**src/hdl/cvp_pkg.sv**
```systemverilog
`timescale 1ns / 1ps
`default_nettype none

package cvp_pkg;

  // frame and kernel limits
  localparam int MAX_WIDTH   = 1024;
  localparam int MAX_HEIGHT  = 1024;
  localparam int KERNEL      = 3;
  localparam int WIN         = KERNEL * KERNEL;
  localparam int COL_BITS    = 10;
  localparam int DIM_BITS    = 11;

  // arithmetic widths
  localparam int PIXEL_BITS  = 8;
  localparam int COEF_BITS   = 16;
  localparam int LINE_BITS   = 2 * PIXEL_BITS;
  localparam int PROD_BITS   = PIXEL_BITS + 1 + COEF_BITS;
  localparam int ROW_BITS    = PROD_BITS + 2;
  localparam int VALUE_BITS  = 28;

  // configuration port
  localparam int REG_INDEX_BITS = 3;
  localparam int CFG_DATA_BITS  = KERNEL * COEF_BITS;

  // reset values of the registers
  localparam int RESET_WIDTH  = 640;
  localparam int RESET_HEIGHT = 480;
  localparam int RESET_KERNEL = 3;

  // queue between front and back
  localparam int FIFO_DEPTH  = 4;
  localparam int PTR_BITS    = $clog2(FIFO_DEPTH);
  localparam int LEVEL_BITS  = $clog2(FIFO_DEPTH + 1);

  typedef enum logic {
    OP_PUSH  = 1'b0,
    OP_DRAIN = 1'b1
  } op_t;

  typedef enum logic [REG_INDEX_BITS-1:0] {
    REG_IMAGE_WIDTH   = 3'd0,
    REG_IMAGE_HEIGHT  = 3'd1,
    REG_KERNEL_WIDTH  = 3'd2,
    REG_KERNEL_HEIGHT = 3'd3,
    REG_PADDED_MODE   = 3'd4,
    REG_COEF_ROW0     = 3'd5,
    REG_COEF_ROW1     = 3'd6,
    REG_COEF_ROW2     = 3'd7
  } reg_index_t;

  typedef struct packed {
    op_t                   operation;
    logic [PIXEL_BITS-1:0] pixel;
  } in_item_t;

  typedef struct packed {
    logic signed [VALUE_BITS-1:0] value;
    logic [COL_BITS-1:0]          out_x;
    logic [COL_BITS-1:0]          out_y;
    logic                         last;
  } out_item_t;

  typedef struct packed {
    logic [DIM_BITS-1:0]                     image_width;
    logic [DIM_BITS-1:0]                     image_height;
    logic [1:0]                              kernel_width;
    logic [1:0]                              kernel_height;
    logic                                    padded_mode;
    logic [KERNEL-1:0][CFG_DATA_BITS-1:0]    coef_row;
  } cfg_t;

  // output position and frame-end flag of one result
  typedef struct packed {
    logic [COL_BITS-1:0] out_x;
    logic [COL_BITS-1:0] out_y;
    logic                last;
  } pos_t;

  // classified item handed from front to back
  typedef struct packed {
    logic                             compute;
    logic [WIN-1:0][PIXEL_BITS-1:0]   window;
    pos_t                             pos;
  } q_item_t;

  function automatic logic [DIM_BITS-1:0] clamp_dim(logic [DIM_BITS-1:0] v,
                                                    logic [DIM_BITS-1:0] hi);
    logic [DIM_BITS-1:0] r;
    if (v == '0) begin
      r = DIM_BITS'(1);
    end else if (v > hi) begin
      r = hi;
    end else begin
      r = v;
    end
    return r;
  endfunction

  // a two-bit kernel size never exceeds three, only zero needs lifting
  function automatic logic [1:0] clamp_ker(logic [1:0] v);
    return (v == 2'd0) ? 2'd1 : v;
  endfunction

  function automatic logic [DIM_BITS-1:0] eff_width(cfg_t c);
    return clamp_dim(c.image_width, DIM_BITS'(MAX_WIDTH));
  endfunction

  function automatic logic [DIM_BITS-1:0] eff_height(cfg_t c);
    return clamp_dim(c.image_height, DIM_BITS'(MAX_HEIGHT));
  endfunction

endpackage

`default_nettype wire

```
**src/hdl/cvp_back.sv**
```systemverilog
`timescale 1ns / 1ps
`default_nettype none

module cvp_back (
  input  wire logic               clk,
  input  wire logic               rst,
  input  wire cvp_pkg::cfg_t      cfg,
  input  wire cvp_pkg::q_item_t   head,
  input  wire logic               nonempty,
  output logic                    pop,
  output logic                    result_valid,
  input  wire logic               result_stall,
  output cvp_pkg::out_item_t      result_item
);
  import cvp_pkg::*;

  logic [1:0] kw, kh;
  logic signed [COEF_BITS-1:0] coef_eff [WIN];
  logic signed [PROD_BITS-1:0] prod_c [WIN];

  // multiply stage
  logic                        b1_valid;
  logic signed [PROD_BITS-1:0] b1_prod [WIN];
  pos_t                        b1_pos;

  // row sum stage
  logic                        b2_valid;
  logic signed [ROW_BITS-1:0]  b2_rows [KERNEL];
  logic signed [ROW_BITS-1:0]  row_c [KERNEL];
  pos_t                        b2_pos;
  logic signed [VALUE_BITS-1:0] total;

  logic adv_out, adv2, adv1;

  // coefficient for window cell (r, c), zero outside the kernel in use
  function automatic logic signed [COEF_BITS-1:0] coef_for(cfg_t c, logic [1:0] kwv,
                                                           logic [1:0] khv, int r, int col);
    int j;
    int i;
    logic [KERNEL-1:0][COEF_BITS-1:0] slots;
    logic signed [COEF_BITS-1:0] res;
    j = r + int'(khv) - KERNEL;
    i = col + int'(kwv) - KERNEL;
    res = '0;
    if (j >= 0 && i >= 0) begin
      slots = c.coef_row[2'(j)];
      res   = slots[2'(i)];
    end
    return res;
  endfunction

  assign kw = clamp_ker(cfg.kernel_width);
  assign kh = clamp_ker(cfg.kernel_height);

  always_comb begin
    for (int r = 0; r < KERNEL; r++) begin
      for (int c = 0; c < KERNEL; c++) begin
        coef_eff[r*KERNEL+c] = coef_for(cfg, kw, kh, r, c);
      end
    end
  end

  // nine products in parallel, zero for border and flushed items
  always_comb begin
    for (int k = 0; k < WIN; k++) begin
      if (head.compute) begin
        prod_c[k] = $signed({1'b0, head.window[k]}) * coef_eff[k];
      end else begin
        prod_c[k] = '0;
      end
    end
  end

  // row sums, then the total; nine 8x16 products cannot leave 28 bits
  always_comb begin
    for (int r = 0; r < KERNEL; r++) begin
      row_c[r] = ROW_BITS'(b1_prod[r*KERNEL]) + ROW_BITS'(b1_prod[r*KERNEL+1]) +
                 ROW_BITS'(b1_prod[r*KERNEL+2]);
    end
    total = VALUE_BITS'(b2_rows[0]) + VALUE_BITS'(b2_rows[1]) + VALUE_BITS'(b2_rows[2]);
  end

  // stage enables
  assign adv_out = !result_valid || !result_stall;
  assign adv2    = !b2_valid || adv_out;
  assign adv1    = !b1_valid || adv2;
  assign pop     = nonempty && adv1;

  always_ff @(posedge clk) begin
    if (rst) begin
      b1_valid     <= 1'b0;
      b2_valid     <= 1'b0;
      result_valid <= 1'b0;
    end else begin
      if (adv1) begin
        b1_valid <= nonempty;
      end
      if (adv2) begin
        b2_valid <= b1_valid;
      end
      if (adv_out) begin
        result_valid <= b2_valid;
      end
    end
  end

  // pipeline payload
  always_ff @(posedge clk) begin
    if (pop) begin
      b1_prod <= prod_c;
      b1_pos  <= head.pos;
    end
    if (adv2 && b1_valid) begin
      b2_rows <= row_c;
      b2_pos  <= b1_pos;
    end
    if (adv_out && b2_valid) begin
      result_item.value <= total;
      result_item.out_x <= b2_pos.out_x;
      result_item.out_y <= b2_pos.out_y;
      result_item.last  <= b2_pos.last;
    end
  end

endmodule

`default_nettype wire
```
**config.mk**
```make
export PLATFORM = sky130hd
export DESIGN_NAME = cvp_back
export DESIGN_NICKNAME = d
export VERILOG_FILES = /design/src/hdl/cvp_pkg.sv /design/src/hdl/cvp_back.sv
export SDC_FILE = /design/constraint.sdc
export NUM_CORES = 2
export LEC_CHECK = 0
export ABC_AREA = 0
export BUFFER_PORTS_ARGS = -buffer_cell sky130_fd_sc_hd__buf_2
export CAP_MARGIN = 20
export CELL_PAD_IN_SITES_DETAIL_PLACEMENT = 1
export CELL_PAD_IN_SITES_GLOBAL_PLACEMENT = 2
export CORE_MARGIN = 8
export CORE_UTILIZATION = 40
export CTS_BUF_LIST = sky130_fd_sc_hd__clkbuf_2
export DETAILED_ROUTE_END_ITERATION = 7
export PLACE_DENSITY_LB_ADDON = 0.1
export SLEW_MARGIN = 20
export SYNTH_ARGS = -nofsm -noshare
export SYNTH_HDL_FRONTEND = slang
export SYNTH_SLANG_ARGS = --single-unit
```
**constraint.sdc**
```tcl
create_clock -name clk -period 26.1 [get_ports clk]
set_input_delay 2.61 -clock clk [delete_from_list [all_inputs] [get_ports clk]]
set_output_delay 2.61 -clock clk [all_outputs]
set_load 0.005 [all_outputs]
```
; ---- Word level (Yosys, flattened, before mapping)
; Index checks and enable logic that the tools add are counted.
[classes]
mul = 9
reduce_logical = 21
add_sub_neg = 18
mux = 47
order_cmp = 12
[ops]
columns = op, count
row1 = 16-bit two-way mux, 27
row2 = 16-bit binary-select mux with 2-bit select, 9
row3 = 48-bit binary-select mux with 2-bit select, 3
row4 = 48-bit two-way mux, 6
row5 = 9-bit by 16-bit multiplier with 25-bit output, 9
row6 = 26-bit by 25-bit adder with 27-bit output, 3
row7 = 25-bit by 25-bit adder with 26-bit output, 3
row8 = 27-bit by 27-bit adder with 28-bit output, 1
row9 = 28-bit by 27-bit adder with 28-bit output, 1
row10 = 2-bit by 4-bit < comparator with 1-bit output (second input constant), 6
row11 = 4-bit by 1-bit >= comparator with 1-bit output (second input constant), 4
row12 = 3-bit by 2-bit subtractor with 4-bit output (second input constant), 4
row13 = 1-bit logical AND, 12
row14 = 1-bit by 2-bit adder with 3-bit output (first input constant), 2
row15 = 2-bit by 2-bit adder with 3-bit output (first input constant), 2
row16 = 3-bit by 1-bit >= comparator with 1-bit output (second input constant), 2
row17 = 2-bit by 2-bit subtractor with 3-bit output (second input constant), 2
row18 = 1-bit zero test, 4
row19 = 2-bit zero test, 2
row20 = 2-bit two-way mux, 2
row21 = 1-bit logical OR, 3
[totals]
ff_bits = 400
word_cells = 132
output_inout_bits = 51
input_bits = 269

; ---- Logic depth before layout (Yosys ltp)
[logic_depth]
word_depth = 12
ltp_mapped = 28
mapped_depth_nobuf = 25

; ---- Worst setup path after synthesis
; Ideal clock, no wire load.
[synth_path]
path_type = in2out
from = input port result_stall
to = output port pop
required_time_ps = 23490
arrival_ps = 20634
stages = 2
n_path_buf = 0
slack_ps = 2856
path_cell_list = and3_1 a21boi_0
[synth_between]
elab_chain_cells = 5
[synth_rtl]
columns = item, line
row1 = from (decl), cvp_back.sv:12  ; input wire logic result_stall,
row2 = 1-bit zero test, cvp_back.sv:84  ; assign adv_out = !result_valid || !result_stall;
row3 = 1-bit logical OR, cvp_back.sv:84
row4 = 1-bit logical OR, cvp_back.sv:85  ; assign adv2 = !b2_valid || adv_out;
row5 = 1-bit logical OR, cvp_back.sv:86  ; assign adv1 = !b1_valid || adv2;
row6 = 1-bit logical AND, cvp_back.sv:87  ; assign pop = nonempty && adv1;
row7 = to (decl), cvp_back.sv:10  ; output logic pop,
; No other way between the ends.

; ---- Worst setup path in the final report
[layout_path]
from = input port cfg[145] (netlist bit)
to = register b1_prod[121] (netlist bit) (data pin)
[layout_between]
elab_chain_cells = 12
word_cells_on_any_way = 14
classes_between = add/sub (2) / mul (1) / order compare (1) / mux (8) / reduce/logical (2)
[layout_rtl]
columns = item, line
row1 = from (decl), cvp_back.sv:7  ; input wire cvp_pkg::cfg_t cfg,
row2 = 2-bit zero test, cvp_pkg.sv:102  ; return (v == 2'd0) ? 2'd1 : v;
row3 = 2-bit two-way mux *, cvp_pkg.sv:102
row4 = 1-bit by 2-bit adder with 3-bit output *, cvp_back.sv:42  ; j = r + int'(khv) - KERNEL;
row5 = 3-bit by 2-bit subtractor with 4-bit output *, cvp_back.sv:42
row6 = 48-bit binary-select mux with 2-bit select, cvp_back.sv:46  ; slots = c.coef_row[2'(j)];
row7 = 48-bit two-way mux (implied by the code) (2 in a row), cvp_back.sv:46
row8 = 16-bit binary-select mux with 2-bit select, cvp_back.sv:47  ; res = slots[2'(i)];
row9 = 16-bit two-way mux (implied by the code) (2 in a row), cvp_back.sv:47
row10 = 16-bit two-way mux *, cvp_back.sv:45  ; if (j >= 0 && i >= 0) begin
row11 = 9-bit by 16-bit multiplier with 25-bit output *, cvp_back.sv:67  ; prod_c[k] = $signed({1'b0, head.window[k]}) * coef_eff[k];
row12 = to (signal assigned), cvp_back.sv:110  ; b1_prod <= prod_c;
row13 = to (decl), cvp_back.sv:23  ; logic signed [PROD_BITS-1:0] b1_prod [WIN];
; Every way passes the cells marked *; elsewhere a longest branch is shown, timed or not. The select of a mux whose other input is x is not followed.
; A chain may end at the register's enable or synchronous reset.

==> flow_summary.yaml <==
synthesis:
  async_flop_share_pct: 0
  synth-seq-cells: 400
  syn_area_um2: 65690
  yosysTopAreaCellShare_pct: 31.21
  synthFlopType: "edfxtp_1"
  synth_nets: 8911
  synth.distinct_cells: 82
  yosysWarnings: 0
  synth_edf_count: 397
  ys_top_cells_by_area: "fa_1 31%, edfxtp_1 18%, ha_1 10%"
  yosysTopAreaCell: "fa_1"
  synthCells: 7067
  syn_avg_cell_area_um2: 9.295
  synth_seq_area_share_pct: 18.24
sta:
  final.setup.worst_slack_ps: 16250
  fmax_ghz: 0.1015
  finClkSkew_ps: 115.3
  min_period_over_period_pct: 37.73
  max_slew_margin_pct: 20.08
  finalSetupViolCount: 0
  slew_viol_final: 0
  setup_tns_ps: 0
  rsz0062_at_grt: "false"
  final_hold_viol_count: 0
  whs_ps: 392.3
  worstMarginPinSlew_ps: 1186
  fin_crit_ps: 9848
critical_path:
  end_kind: "flop"
  critPathBufInv: 5
  timing.rr.start: "b1_prod[1]"
  worstPathCellList: "buf_6 -> buf_4 -> mux2_2 -> nand2_1 -> o21ai_0 -> and2_1 -> nand2_1 -> fa_1 -> inv_1 -> fa_1 -> fa_1 -> inv_1 -> fa_1 -> inv_1 -> ha_1 -> a2111oi_0 -> o21ai_0 -> a31oi_1 -> nor2_1 -> a22o_1 -> nor3_1"
  critPathTopFamily: "compound AO/OA/AOI/OAI gates"
  critPathRequiredTime_ps: 27170
  startpoint: "cfg[145]"
  cp_max_fo: 49
  crit_slowest_cell: "o21ai_0"
  crit_arrival_ps: 10910
  slowest_delay_ps: 940
  path_class: "in -> reg"
  start_kind: "input pin"
  crit_top_cell: "fa_1"
clock_network:
  clkSlewWorstSetupHoldPaths_ps: 130
  cts_tree: "done"
  post-cts-setup-buffer-count: 0
  clock-sinks: 400
  cts_resized: 0
  cts_max_level: 3
  clockBufferDepth: 3
  cts_inserted_buffers: 105
  clk_latency_ps: 1370
  clock-root-buffer: "clkbuf_2"
  postCtsHoldBufs: 0
route:
  antenna_left: 0
  post_drt_wl_per_cell_um: 22.32
  vias_per_cell: 5.171
  routed_wl_um: 213300
  wl_met3_um: 6710
  top_layer: "met5"
  met2WireLength_um: 104000
  drt_iter0_markers: 2195
  vias: 49410
  drc: 0
  met1_length_um: 92440
  drtPass1Iterations: 8
global_routing:
  grt_remaining_overflow: 0
  grtUsageTotal_pct: 23.70
  grt_max_degree: 130
  grt_pass1_vias: 54420
  antenna_found_initial: 18
  grt_pass1_wl_um: 326600
place:
  io_buffer_count: 296
  gp_congestion: 0.8994
  placed_cells: 9354
  dpl_cell_area_um2: 69510
  place_hpwl_um: 181500
  dp_slack_ps: 14960
cells_and_area:
  final_area_um2: 70610
  regArea_um2: 11980
  area_growth_syn_to_layout_pct: 7.489
  drive_above_1_share_pct: 8.010
  finalNonFillerCells: 9556
  nNetsFinal: 9131
  multi_input_area_um2: 47590
  fill_cells: 18920
run_status:
  status: "finished, final reports clean"
floorplanning:
  io_pins: 320
  die_area_um2: 177500
  core_area_um2: 163000
  fp.dieW_um: 421.3
  row_count: 148
  die_y_um: 421.3
  start_util_pct: 40.31
min_path:
  hp-class: "reg -> reg"
  hold_path.startpoint: "b1_pos[14]"
pwr:
  ir_worst_vdd_mv: 0.05219
  p_per_area_nw_per_um2: 67.03
  p_leak_nw: 35.89
job:
  max_cap_violations: 0
registers in the layout (all words and copies together) (netlist names):
register	flops
result_valid	1
b1_pos	21
b2_rows	81
b2_pos	21
b2_valid	1
b1_valid	1
result_item	49
b1_prod	225
metrics by stage:
step / power (mW) / util (%)
after floorplan: 3.252 / -
after global placement: 4.193 / 42.65
after detailed placement: 4.256 / 42.66
after CTS: 4.782 / 43.29
after global routing: 5.147 / 43.32
final: 4.733 / 43.33
layout make-up:
type	count	area share (%)
diodes	15	0.05316
clock buffers	143	1.014
clock inverters	43	0.4589
inverters	1406	7.480
multi-input cells	5022	67.40
flip-flops and latches	400	16.97
well taps	2175	3.854
repair buffers	352	2.768
Yosys cell counts (9+ instances only):
cell       number
a21o_1        138
nor3_1         32
o31ai_1        11
and3_1        273
a211oi_1       38
xor2_1        101
a22oi_1        16
a22o_1          9
or3_1           9
nor2b_1        90
o211ai_1       35
mux2i_1        78
buf_2          14
nor2_1        378
a2111oi_0       9
edfxtp_1      397
nand3_1        70
o21ai_1        25
inv_1        1405
clkbuf_1      203
o21a_1         43
mux2_2         37
ha_1          551
a31oi_1        30
nand2_1       682
nand4_1        29
o21bai_1       27
o21ai_0       196
and2_1        466
xnor2_1       168
nand2b_1       53
fa_1         1024
a21oi_1       267
buf_1          22
metal layers:
layer	global-route usage, %	up-vias
li1	-	22990
met1	29.95	25380
met2	41.34	786
met3	2.479	255
met4	9.949	4
met5	0	-
worst paths after layout:
path	endpoint	slack [ps]	depth (start not counted)
setup / recovery	b1_prod[121]	16250	21
hold / removal	b2_pos[14]	390	0
setup reg to reg	b2_rows[25]	22060	12
hold reg to reg	b2_pos[14]	390	0
placed cells by master, fill, tap and decap left out, types with 10 or more instances in the layout:
cell	instances
nand2_1	682
ha_1	551
nor2b_1	89
xor2_1	101
a211oi_1	34
nand2b_1	53
clkbuf_2	143
o21a_1	43
mux2_2	37
o211ai_1	35
buf_4	54
and2_1	465
a31oi_1	30
nor2_1	377
xnor2_1	168
a21o_1	138
nor3_1	32
o21ai_0	194
and3_1	273
o21bai_1	27
o31ai_1	11
nand4_1	29
diode_2	15
edfxtp_1	397
inv_1	1404
mux2i_1	77
clkinv_1	23
nand3_1	70
clkinv_2	10
o21ai_1	24
a21oi_1	266
fa_1	1024
a22oi_1	16
buf_2	291
power breakdown:
group          switching (mW)  internal (mW)
logic                    1.90           1.23
registers               0.128          0.984
clock network           0.297          0.197
total                    2.32           2.41
logic make-up (layout without fill, tap and decap cells):
family          after synthesis  after routing  share of synthesized area [%]
buf+inv                    1645           1944                          9.426
flops                       400            400                          18.24
xor+xnor                    269            269                          3.587
compound gates              929            929                          8.948
mux                         118            118                          1.926
fa+ha+maj                  1575           1575                          41.70
simple gates               2131           2131                          16.17
other cells                   0             15                              0
Power figures use the tool's default switching activity.
