$ cat src/hdl/cvp_pkg.sv
`timescale 1ns / 1ps
`default_nettype none

package cvp_pkg;

  // frame and kernel limits
  localparam int MAX_WIDTH   = 1024;
  localparam int MAX_HEIGHT  = 1024;
  localparam int KERNEL      = 3;
  localparam int WIN         = KERNEL * KERNEL;
  localparam int COL_BITS    = 10;
  localparam int DIM_BITS    = 11;

  // arithmetic widths
  localparam int PIXEL_BITS  = 8;
  localparam int COEF_BITS   = 16;
  localparam int LINE_BITS   = 2 * PIXEL_BITS;
  localparam int PROD_BITS   = PIXEL_BITS + 1 + COEF_BITS;
  localparam int ROW_BITS    = PROD_BITS + 2;
  localparam int VALUE_BITS  = 28;

  // configuration port
  localparam int REG_INDEX_BITS = 3;
  localparam int CFG_DATA_BITS  = KERNEL * COEF_BITS;

  // reset values of the registers
  localparam int RESET_WIDTH  = 640;
  localparam int RESET_HEIGHT = 480;
  localparam int RESET_KERNEL = 3;

  // queue between front and back
  localparam int FIFO_DEPTH  = 4;
  localparam int PTR_BITS    = $clog2(FIFO_DEPTH);
  localparam int LEVEL_BITS  = $clog2(FIFO_DEPTH + 1);

  typedef enum logic {
    OP_PUSH  = 1'b0,
    OP_DRAIN = 1'b1
  } op_t;

  typedef enum logic [REG_INDEX_BITS-1:0] {
    REG_IMAGE_WIDTH   = 3'd0,
    REG_IMAGE_HEIGHT  = 3'd1,
    REG_KERNEL_WIDTH  = 3'd2,
    REG_KERNEL_HEIGHT = 3'd3,
    REG_PADDED_MODE   = 3'd4,
    REG_COEF_ROW0     = 3'd5,
    REG_COEF_ROW1     = 3'd6,
    REG_COEF_ROW2     = 3'd7
  } reg_index_t;

  typedef struct packed {
    op_t                   operation;
    logic [PIXEL_BITS-1:0] pixel;
  } in_item_t;

  typedef struct packed {
    logic signed [VALUE_BITS-1:0] value;
    logic [COL_BITS-1:0]          out_x;
    logic [COL_BITS-1:0]          out_y;
    logic                         last;
  } out_item_t;

  typedef struct packed {
    logic [DIM_BITS-1:0]                     image_width;
    logic [DIM_BITS-1:0]                     image_height;
    logic [1:0]                              kernel_width;
    logic [1:0]                              kernel_height;
    logic                                    padded_mode;
    logic [KERNEL-1:0][CFG_DATA_BITS-1:0]    coef_row;
  } cfg_t;

  // output position and frame-end flag of one result
  typedef struct packed {
    logic [COL_BITS-1:0] out_x;
    logic [COL_BITS-1:0] out_y;
    logic                last;
  } pos_t;

  // classified item handed from front to back
  typedef struct packed {
    logic                             compute;
    logic [WIN-1:0][PIXEL_BITS-1:0]   window;
    pos_t                             pos;
  } q_item_t;

  function automatic logic [DIM_BITS-1:0] clamp_dim(logic [DIM_BITS-1:0] v,
                                                    logic [DIM_BITS-1:0] hi);
    logic [DIM_BITS-1:0] r;
    if (v == '0) begin
      r = DIM_BITS'(1);
    end else if (v > hi) begin
      r = hi;
    end else begin
      r = v;
    end
    return r;
  endfunction

  // a two-bit kernel size never exceeds three, only zero needs lifting
  function automatic logic [1:0] clamp_ker(logic [1:0] v);
    return (v == 2'd0) ? 2'd1 : v;
  endfunction

  function automatic logic [DIM_BITS-1:0] eff_width(cfg_t c);
    return clamp_dim(c.image_width, DIM_BITS'(MAX_WIDTH));
  endfunction

  function automatic logic [DIM_BITS-1:0] eff_height(cfg_t c);
    return clamp_dim(c.image_height, DIM_BITS'(MAX_HEIGHT));
  endfunction

endpackage

`default_nettype wire

$ cat src/hdl/cvp_fifo.sv
`timescale 1ns / 1ps
`default_nettype none

module cvp_fifo (
  input  wire logic                           clk,
  input  wire logic                           rst,
  input  wire logic                           push,
  input  wire cvp_pkg::q_item_t               wdata,
  input  wire logic                           pop,
  output cvp_pkg::q_item_t                    head,
  output logic                                nonempty,
  output logic [cvp_pkg::LEVEL_BITS-1:0]      level
);
  import cvp_pkg::*;

  q_item_t             mem [FIFO_DEPTH];
  logic [PTR_BITS-1:0] wr_ptr, rd_ptr;

  assign head     = mem[rd_ptr];
  assign nonempty = (level != '0);

  // pointers and fill level; the front never pushes into a full queue
  always_ff @(posedge clk) begin
    if (rst) begin
      wr_ptr <= '0;
      rd_ptr <= '0;
      level  <= '0;
    end else begin
      if (push) begin
        wr_ptr <= wr_ptr + PTR_BITS'(1);
      end
      if (pop) begin
        rd_ptr <= rd_ptr + PTR_BITS'(1);
      end
      if (push && !pop) begin
        level <= level + LEVEL_BITS'(1);
      end else if (pop && !push) begin
        level <= level - LEVEL_BITS'(1);
      end
    end
  end

  always_ff @(posedge clk) begin
    if (push) begin
      mem[wr_ptr] <= wdata;
    end
  end

endmodule

`default_nettype wire

$ cat config.mk
export PLATFORM = sky130hd
export DESIGN_NAME = cvp_fifo
export DESIGN_NICKNAME = d
export VERILOG_FILES = /design/src/hdl/cvp_pkg.sv /design/src/hdl/cvp_fifo.sv
export SDC_FILE = /design/constraint.sdc
export NUM_CORES = 1
export LEC_CHECK = 0
export BUFFER_PORTS_ARGS = -buffer_cell sky130_fd_sc_hd__buf_4
export CORE_ASPECT_RATIO = 1.1
export CORE_UTILIZATION = 25
export DETAILED_ROUTE_END_ITERATION = 10
export GPL_ROUTABILITY_DRIVEN = 0
export GPL_TIMING_DRIVEN = 0
export MAX_ROUTING_LAYER = met4
export SKIP_CTS_REPAIR_TIMING = 1
export SLEW_MARGIN = 40
export SYNTH_ARGS = -nofsm -noshare
export SYNTH_HDL_FRONTEND = slang
export SYNTH_SLANG_ARGS = --single-unit
$ cat constraint.sdc
create_clock -name clk -period 8.79 [get_ports clk]
set_clock_uncertainty 0.1 [all_clocks]
set_input_delay 0.4395 -clock clk [delete_from_list [all_inputs] [get_ports clk]]
set_output_delay 0.4395 -clock clk [all_outputs]
set_load 0.005 [all_outputs]
### After elaboration in Yosys (flattened, before gate mapping)

Memories as Yosys holds them, arrays and structs flattened. A register that Yosys moved wholly into a read port is not among the register bits.
Index checks and enable logic that the tools add are counted.

* register bits after elaboration: 7
* bits in writable memories: 376
* bits of input ports: 98
* output and inout bits: 98
* word-level logic and storage cells: 20
* memories kept: 1

* $add $sub $neg: 4
* multiplexer cells: 6
* reductions and logical operators: 6

Memory list
* mem: words 4, bits a word 94, read ports 1, clocked after memory_dff 1, write ports 1, RTL line cvp_fifo.sv:16 `q_item_t mem [FIFO_DEPTH];`

Operators with widths (number)
* 3-bit 2-to-1 mux: 2
* 2-bit by 1-bit adder with 2-bit output (second input constant): 2
* 2-bit 2-to-1 mux: 2
* 3-bit by 1-bit adder with 3-bit output (second input constant): 1
* 3-bit nonzero test: 1
* 3-bit by 1-bit subtractor with 3-bit output (second input constant): 1
* 1-bit logical AND: 2
* 1-bit logical NOT: 2
* 1-bit 2-to-1 mux: 2
* 2-bit nonzero test: 1

### Depth between registers and ports, before layout

Gate-level depths: netlist (run 1).

* word-level depth: 4
* depth in mapped cells: 7

### Least setup slack after synthesis (run 1)

OpenSTA, ideal clock, no wires.

* path kind: register -> register
* start point: register wr_ptr[0]
* end point: memory mem[0][0] (netlist bit), enable pin
* arrival: 2.719 ns
* required time: 8.227 ns
* setup slack: 5.508 ns
* cell stages (with the launch flop): 4
* path buffers: 0
* period minus slack after synthesis: 3.282 ns
* cells stage by stage: dfxtp_1 > inv_1 > ha_1 > and2_1

RTL lines
* from (decl): RTL line cvp_fifo.sv:17 `logic [PTR_BITS-1:0] wr_ptr, rd_ptr;`
* from (signal assigned): RTL line cvp_fifo.sv:30 `wr_ptr <= wr_ptr + PTR_BITS'(1);`
* to (decl): RTL line cvp_fifo.sv:16

Straight into the memory's write port.

==> results by group, run 1 <==
STA
  • Final min period: 2.76 ns
  • Final Hold Viols: 0
  • Worst slew margin: 48.9%
  • Setup WS post-layout: 6.03 ns
  • Setup-failing EPs final: 0
  • Crit share post-route: 31.4%
  • Peak Freq: ~360 MHz
  • Fin. max-slew vios: 0
  • Setup TNS: 0 ns
  • Unrepaired setup endpoints after global routing: false
  • Worst-margin pin slew: roughly 0.77 ns

Global routing
  • Initial antenna violation count: 1
  • Grt ovf: 0
  • Top Usage Layer GRT: met2
  • Grt met1 use: 12.5%
  • Number of global-route vias before repair: 6920
  • Global Route met2 Usage: 16.6%
  • Largest net degree at the start of global routing: 32
  • GRT Util Overall: 10.4%
  • Met3 Use GR: 3.60%
  • First-pass GRT wire length: about 43000 µm

Detailed routing
  • DR WL/cell: about 18 µm
  • Vias/cell: 4.09
  • Drt pass-1 iters: 4
  • Final antenna-violating net count: 0
  • Via count: 6730
  • Iteration-0 DRC Markers: 300
  • WL final: 29400 µm
  • DR DRC count: 0

Yosys
  • FF+latch count, synth: 385
  • Yosys warns: 0
  • Post-synthesis cell count: 534
  • Distinct cells, synth: 21
  • Sequential fraction of the synthesis area: between 80% and 90%
  • Synth Cell Area: 0.0141 mm²
  • Mapped Nets: ~640
  • Syn avg cell area: 26.3 µm²

Setup path
  • FF-to-FF setup slack: 7.04 ns
  • Startpoint types: flip-flop
  • Critical Path Sink Type: output pin
  • RR Startpoint: wr_ptr[0]
  • Worst-path fanout max: 10
  • R2R depth: 4
  • Critical path data required time: around 8.3 ns
  • RR Endpoint: mem[2][46]
  • Arrival @ worst endpoint: 2.22 ns
  • Critical path class: reg -> out

Power and ir drop
  • Pint: between 0.003 and 0.004 W
  • Net Sw Frac: a little over a fifth
  • Share of total power in sequential cells: roughly half
  • Combinational power share: between 10% and 20%
  • Leak pwr: 6.37 nW
  • Clock share of power: between 30% and 40%
  • Pwr Density: 228 mW/mm²
  • Sw Pwr: 0.000911 W
  • Maximum VDD drop: 161 µV

Floorplan
  • Initial Utilization: roughly a quarter
  • DIE AREA: 0.0572 mm²
  • Core ar.: ~0.055 mm²
  • I/O Pins: 196
  • FP Rows: 90
  • Die width: roughly 230 µm
  • Die Ht: 251 µm

Min path
  • Hold Crit Class: in -> reg
  • Hold Startpoint: pop
  • Hold Crit Depth: 3

Place
  • Dpl hpwl: 18400 µm
  • Placed cells: 1476
  • Placed cell area: 0.0167 mm²
  • Pre-CTS WS: 6.52 ns
  • Port bufs: 194

Run
  • MaxCap Viol Count: 0

Run status
  • Status: finished, final reports clean

Clock tree
  • H-tree levels: 2
  • CTS Root Cell: clkbuf_16
  • Clk Latency, worst-skew pair: 0.54 ns
  • CTS Buf Count: 41
  • TritonCTS clock tree: done
  • CTS clk-pin slew, worst paths: 0.06 ns
  • CTS sink count: between 300 and 400
  • Deepest clock path buffer count: 3

Finish
  • Share of cells above drive strength 1: 41.7%
  • Post-route design area: approximately 0.019 mm²
  • Final Non-Filler Cells: about 1600
  • Final Net Count: 981
  • Area delta synth->final: 35.0%
-- layout by cell type (no fill, tap or decap) --
cell type and n:
xor2_1 3, clkinv_2 3, mux4_2 94, clkinvlp_4 2, clkinv_1 10, dlygate4sd3_1 94, inv_6 1, dfxtp_1 9
mux2i_1 2, o21ai_0 1, nor2_1 7, edfxtp_1 376, inv_1 4, ha_1 5, buf_1 2, buf_2 7
xnor2_1 2, clkbuf_1 9, clkbuf_2 1, clkinv_4 1, or3_1 2, buf_4 197, a21oi_1 1, buf_6 1
nand2_1 1, bufinv_16 5, clkbuf_16 43, diode_2 1, buf_12 19, and2_4 4, fa_1 1
-- worst max-delay path by stage --
stage               cells past startpoint  slack [ns]      start         end
floorplan                               3        5.51  wr_ptr[0]   mem[0][0]
global placement                        2        3.23       push  mem[2][50]
detailed placement                      4        6.52  flip-flop    head[39]
CTS                                     4        5.91  flip-flop    head[39]
global route                            4        5.90  flip-flop    head[52]
finish                                  4        6.03  flip-flop    head[52]
-- power groups by stage --
stage / clock network (W) / registers [W] / logic, W
floorplan: 0 / 0.00217 / 0.000213
global placement: 0 / 0.00218 / 0.000438
detailed placement: 0 / 0.00217 / 0.000459
CTS: 0.00178 / 0.00213 / 0.000461
global route: 0.00185 / 0.00213 / 0.000520
finish: 0.00172 / 0.00213 / 0.000479
-- sequential cells by signal (all words and copies together), names as in the netlist, named ones only --
name    cells
level       3
mem       376
rd_ptr      2
wr_ptr      2
-- metal layers --
layer / part of all wire [%] / up-vias
met5: 0 / -
met4: 2.3 / 0
met3: 6.7 / 49
met2: 49 / 195
met1: 42 / 3499
li1: - / 2987
-- worst max-delay path, stage by stage (launching register included) --
cell	delay, ns
dfxtp_1	0.38
buf_2	0.36
buf_2	0.40
mux4_2	0.37
buf_4	0.15
-- area by class of cell --
cell class / count / area [µm²]
multi-input combinational: 123 / 2350
buffer: 22 / 225
timing repair buffer: 300 / 2640
antenna: 1 / 2.50
clock inverter: 22 / 235
tap: 736 / 921
sequential: 385 / 11500
clock buffer: 51 / 1110
fill: 5188 / 36200
inverter: 4 / 15.0
-- synthesized netlist by cell type --
cell,number,share of area [%]
and2_1,4,0.18
buf_6,1,0.080
or3_1,2,0.089
fa_1,1,0.14
ha_1,5,0.45
dfxtp_1,9,1.3
buf_2,7,0.25
a21oi_1,1,0.036
buf_4,3,0.16
xnor2_1,2,0.12
nor2_1,7,0.19
nand2_1,1,0.027
mux2i_1,2,0.14
clkbuf_1,1,0.027
inv_1,4,0.11
mux4_2,94,15
xor2_1,3,0.19
buf_12,7,1.0
o21ai_0,1,0.036
edfxtp_1,376,80
buf_1,3,0.080
-- logic make-up (layout without fill, tap and decap cells) --
kind of cell	after synthesis	count (layout)	share of synthesized area, %
adders and majority gates	6	6	0.588
AOI/OAI and AO/OA	2	2	0.0712
other	0	1	0
muxes	96	96	15.2
buffers and inverters	26	399	1.70
and+or+nand+nor	14	14	0.481
DFF	385	385	81.6
xor gates and xnor gates	5	5	0.312
-- stage by stage --
step | power [W] | hold slack, ns | utilization, %
after floorplan | 0.00238 | 0.383 | -
after global placement | 0.00262 | 0.393 | 29.8
after detailed placement | 0.00263 | 0.398 | 30.2
after CTS | 0.00437 | -0.0587 | 32.7
after global routing | 0.00450 | 0.107 | 34.4
final | 0.00433 | 0.0899 | 34.4
(Power assumes the default switching activity.)
==> inputs of run 2 (changes only) <==
==> constraint.sdc (replaced) <==
create_clock -name clk -period 2.4 [get_ports clk]
set_clock_uncertainty 0.1 [all_clocks]
set_input_delay 0.12 -clock clk [delete_from_list [all_inputs] [get_ports clk]]
set_output_delay 0.12 -clock clk [all_outputs]
set_load 0.005 [all_outputs]
==> results by group, run 2 (synthesized netlist as in run 1, its figures left out) <==
Floorplan
  • I/O Pins: 196
  • FP Rows: 90
  • Core ar.: 0.0552 mm²
  • Initial Utilization: 25.5%
  • DIE AREA: 0.0572 mm²
  • Die Ht: 251 µm
  • Die width: 228 µm

Finish
  • Number of fill cells: 5207
  • Most frequent cells in the layout: 376 x edfxtp_1, 198 x buf_4, 98 x dlygate4sd3_1, 94 x mux4_2, 45 x clkbuf_16
  • Max FFs per register: 376
  • Final Non-Filler Cells: roughly 1700
  • Most common cell after layout, fill and taps aside: edfxtp_1
  • Top flop regs: mem: 376 flops, level: 3 flops
  • Final Net Count: 986
  • Final core utilization: roughly a third
  • Most flops, register: mem
  • Share of cells above drive strength 1: 42.2%
  • Area delta synth->final: 36.1%

Detailed routing
  • Via count: 6771
  • Final antenna-violating net count: 0
  • DR DRC count: 0
  • Vias/cell: ~4.1
  • WL final: 30000 µm
  • Drt pass-1 iters: 4
  • DR WL/cell: 18.2 µm
  • Iteration-0 DRC Markers: 331

STA
  • Crit share post-route: 93.7%
  • Final min period: 2.25 ns
  • Final Hold Viols: 0
  • Setup-failing EPs final: 0
  • Worst slew margin: about three quarters
  • Worst-margin pin slew: 0.389 ns
  • Fin. max-slew vios: 0
  • Peak Freq: 445 MHz
  • Unrepaired setup endpoints after global routing: false

Clock tree
  • CTS Buf Count: 42
  • CTS Root Cell: clkbuf_16
  • Clk Latency, worst-skew pair: 0.54 ns
  • Deepest clock path buffer count: 3
  • CTS sink count: 385
  • H-tree levels: 2
  • TritonCTS clock tree: done
  • CTS clk-pin slew, worst paths: about 0.060 ns

Setup path
  • Critical Path Sink Type: output pin
  • Critical path data required time: 2.18 ns
  • Critical path class: reg -> out
  • Arrival @ worst endpoint: 2.03 ns
  • Worst-path fanout max: 10
  • Startpoint types: flip-flop

Run
  • MaxCap Viol Count: 0

Place
  • Dpl hpwl: roughly 19000 µm
  • Port bufs: 194
  • Placed cells: 1476

Global routing
  • Grt ovf: 0
  • Number of global-route vias before repair: 6917
  • Initial antenna violation count: 1
  • Largest net degree at the start of global routing: 32
  • First-pass GRT wire length: roughly 43000 µm
  • GRT Util Overall: 10.7%

Power and ir drop
  • Maximum VDD drop: 506 µV
  • Pwr Density: 849 mW/mm²
  • Sw Pwr: 0.00338 W
  • Combinational power share: 11.0%
  • Leak pwr: about 6.4 nW
  • Net Sw Frac: 20.8%
  • Clock share of power: between 40% and 50%
  • Pint: 0.0129 W
  • Share of total power in sequential cells: 48.0%

Run status
  • Status: finished, final reports clean

Min path
  • Hold Crit Class: in -> reg
==> run 2: layer usage <==
metal | vias to the layer above | GRT usage, % | part of all wire (%)
met5 | - | - | 0
met4 | 0 | 3.60 | 2.7
met3 | 56 | 3.46 | 6.3
met2 | 182 | 16.9 | 48
met1 | 3536 | 12.8 | 43
li1 | 2997 | - | -
==> run 2: layout make-up <==
type	instances	area, µm²	share of cell area [%]
antenna	1	2.50	0.0131
buffer	22	243	1.27
clock buffer	56	1200	6.26
clock inverter	19	245	1.28
inverter	4	15.0	0.0785
multi-input combinational	123	2350	12.3
sequential	385	11500	60.0
tap	736	921	4.82
timing repair buffer	304	2680	14.0
==> run 2: power groups by stage <==
stage	registers, W	logic, W	clock network, W
after floorplan	0.00793	0.000780	0
after global placement	0.00795	0.00163	0
after detailed placement	0.00794	0.00171	0
after CTS	0.00779	0.00171	0.00689
after global routing	0.00781	0.00193	0.00713
final	0.00779	0.00179	0.00666
==> run 2: worst max-delay path, stage by stage, from the launching register on <==
cell and delay [ns]:
dfxtp_1 0.32, buf_6 0.11, buf_12 0.18, buf_12 0.18, mux4_2 0.52, buf_4 0.15
==> run 2: stage by stage <==
step	setup slack (ns)	TNS (ns)	cell area, µm²	power (W)	hold WS, ns
detailed placement	0.421	0	16700	0.00964	0.222
CTS	-0.199	-11.82	18100	0.0164	-0.390
global placement	-1.03	-377.73	16400	0.00958	0.220
finish	0.152	0	19100	0.0162	0.209
floorplan	0.155	0	14100	0.00871	0.119
global route	0.00681	0	19100	0.0169	0.175
==> run 2: worst paths after layout <==
path,from,end,slack (ns),cells after the start
setup / recovery,flip-flop,head[58],0.15,5
hold / removal,wdata[2],mem[1][2],0.21,2
setup reg to reg,wr_ptr[0],mem[0][28],0.56,5
hold reg to reg,level[2],level[2],0.40,2
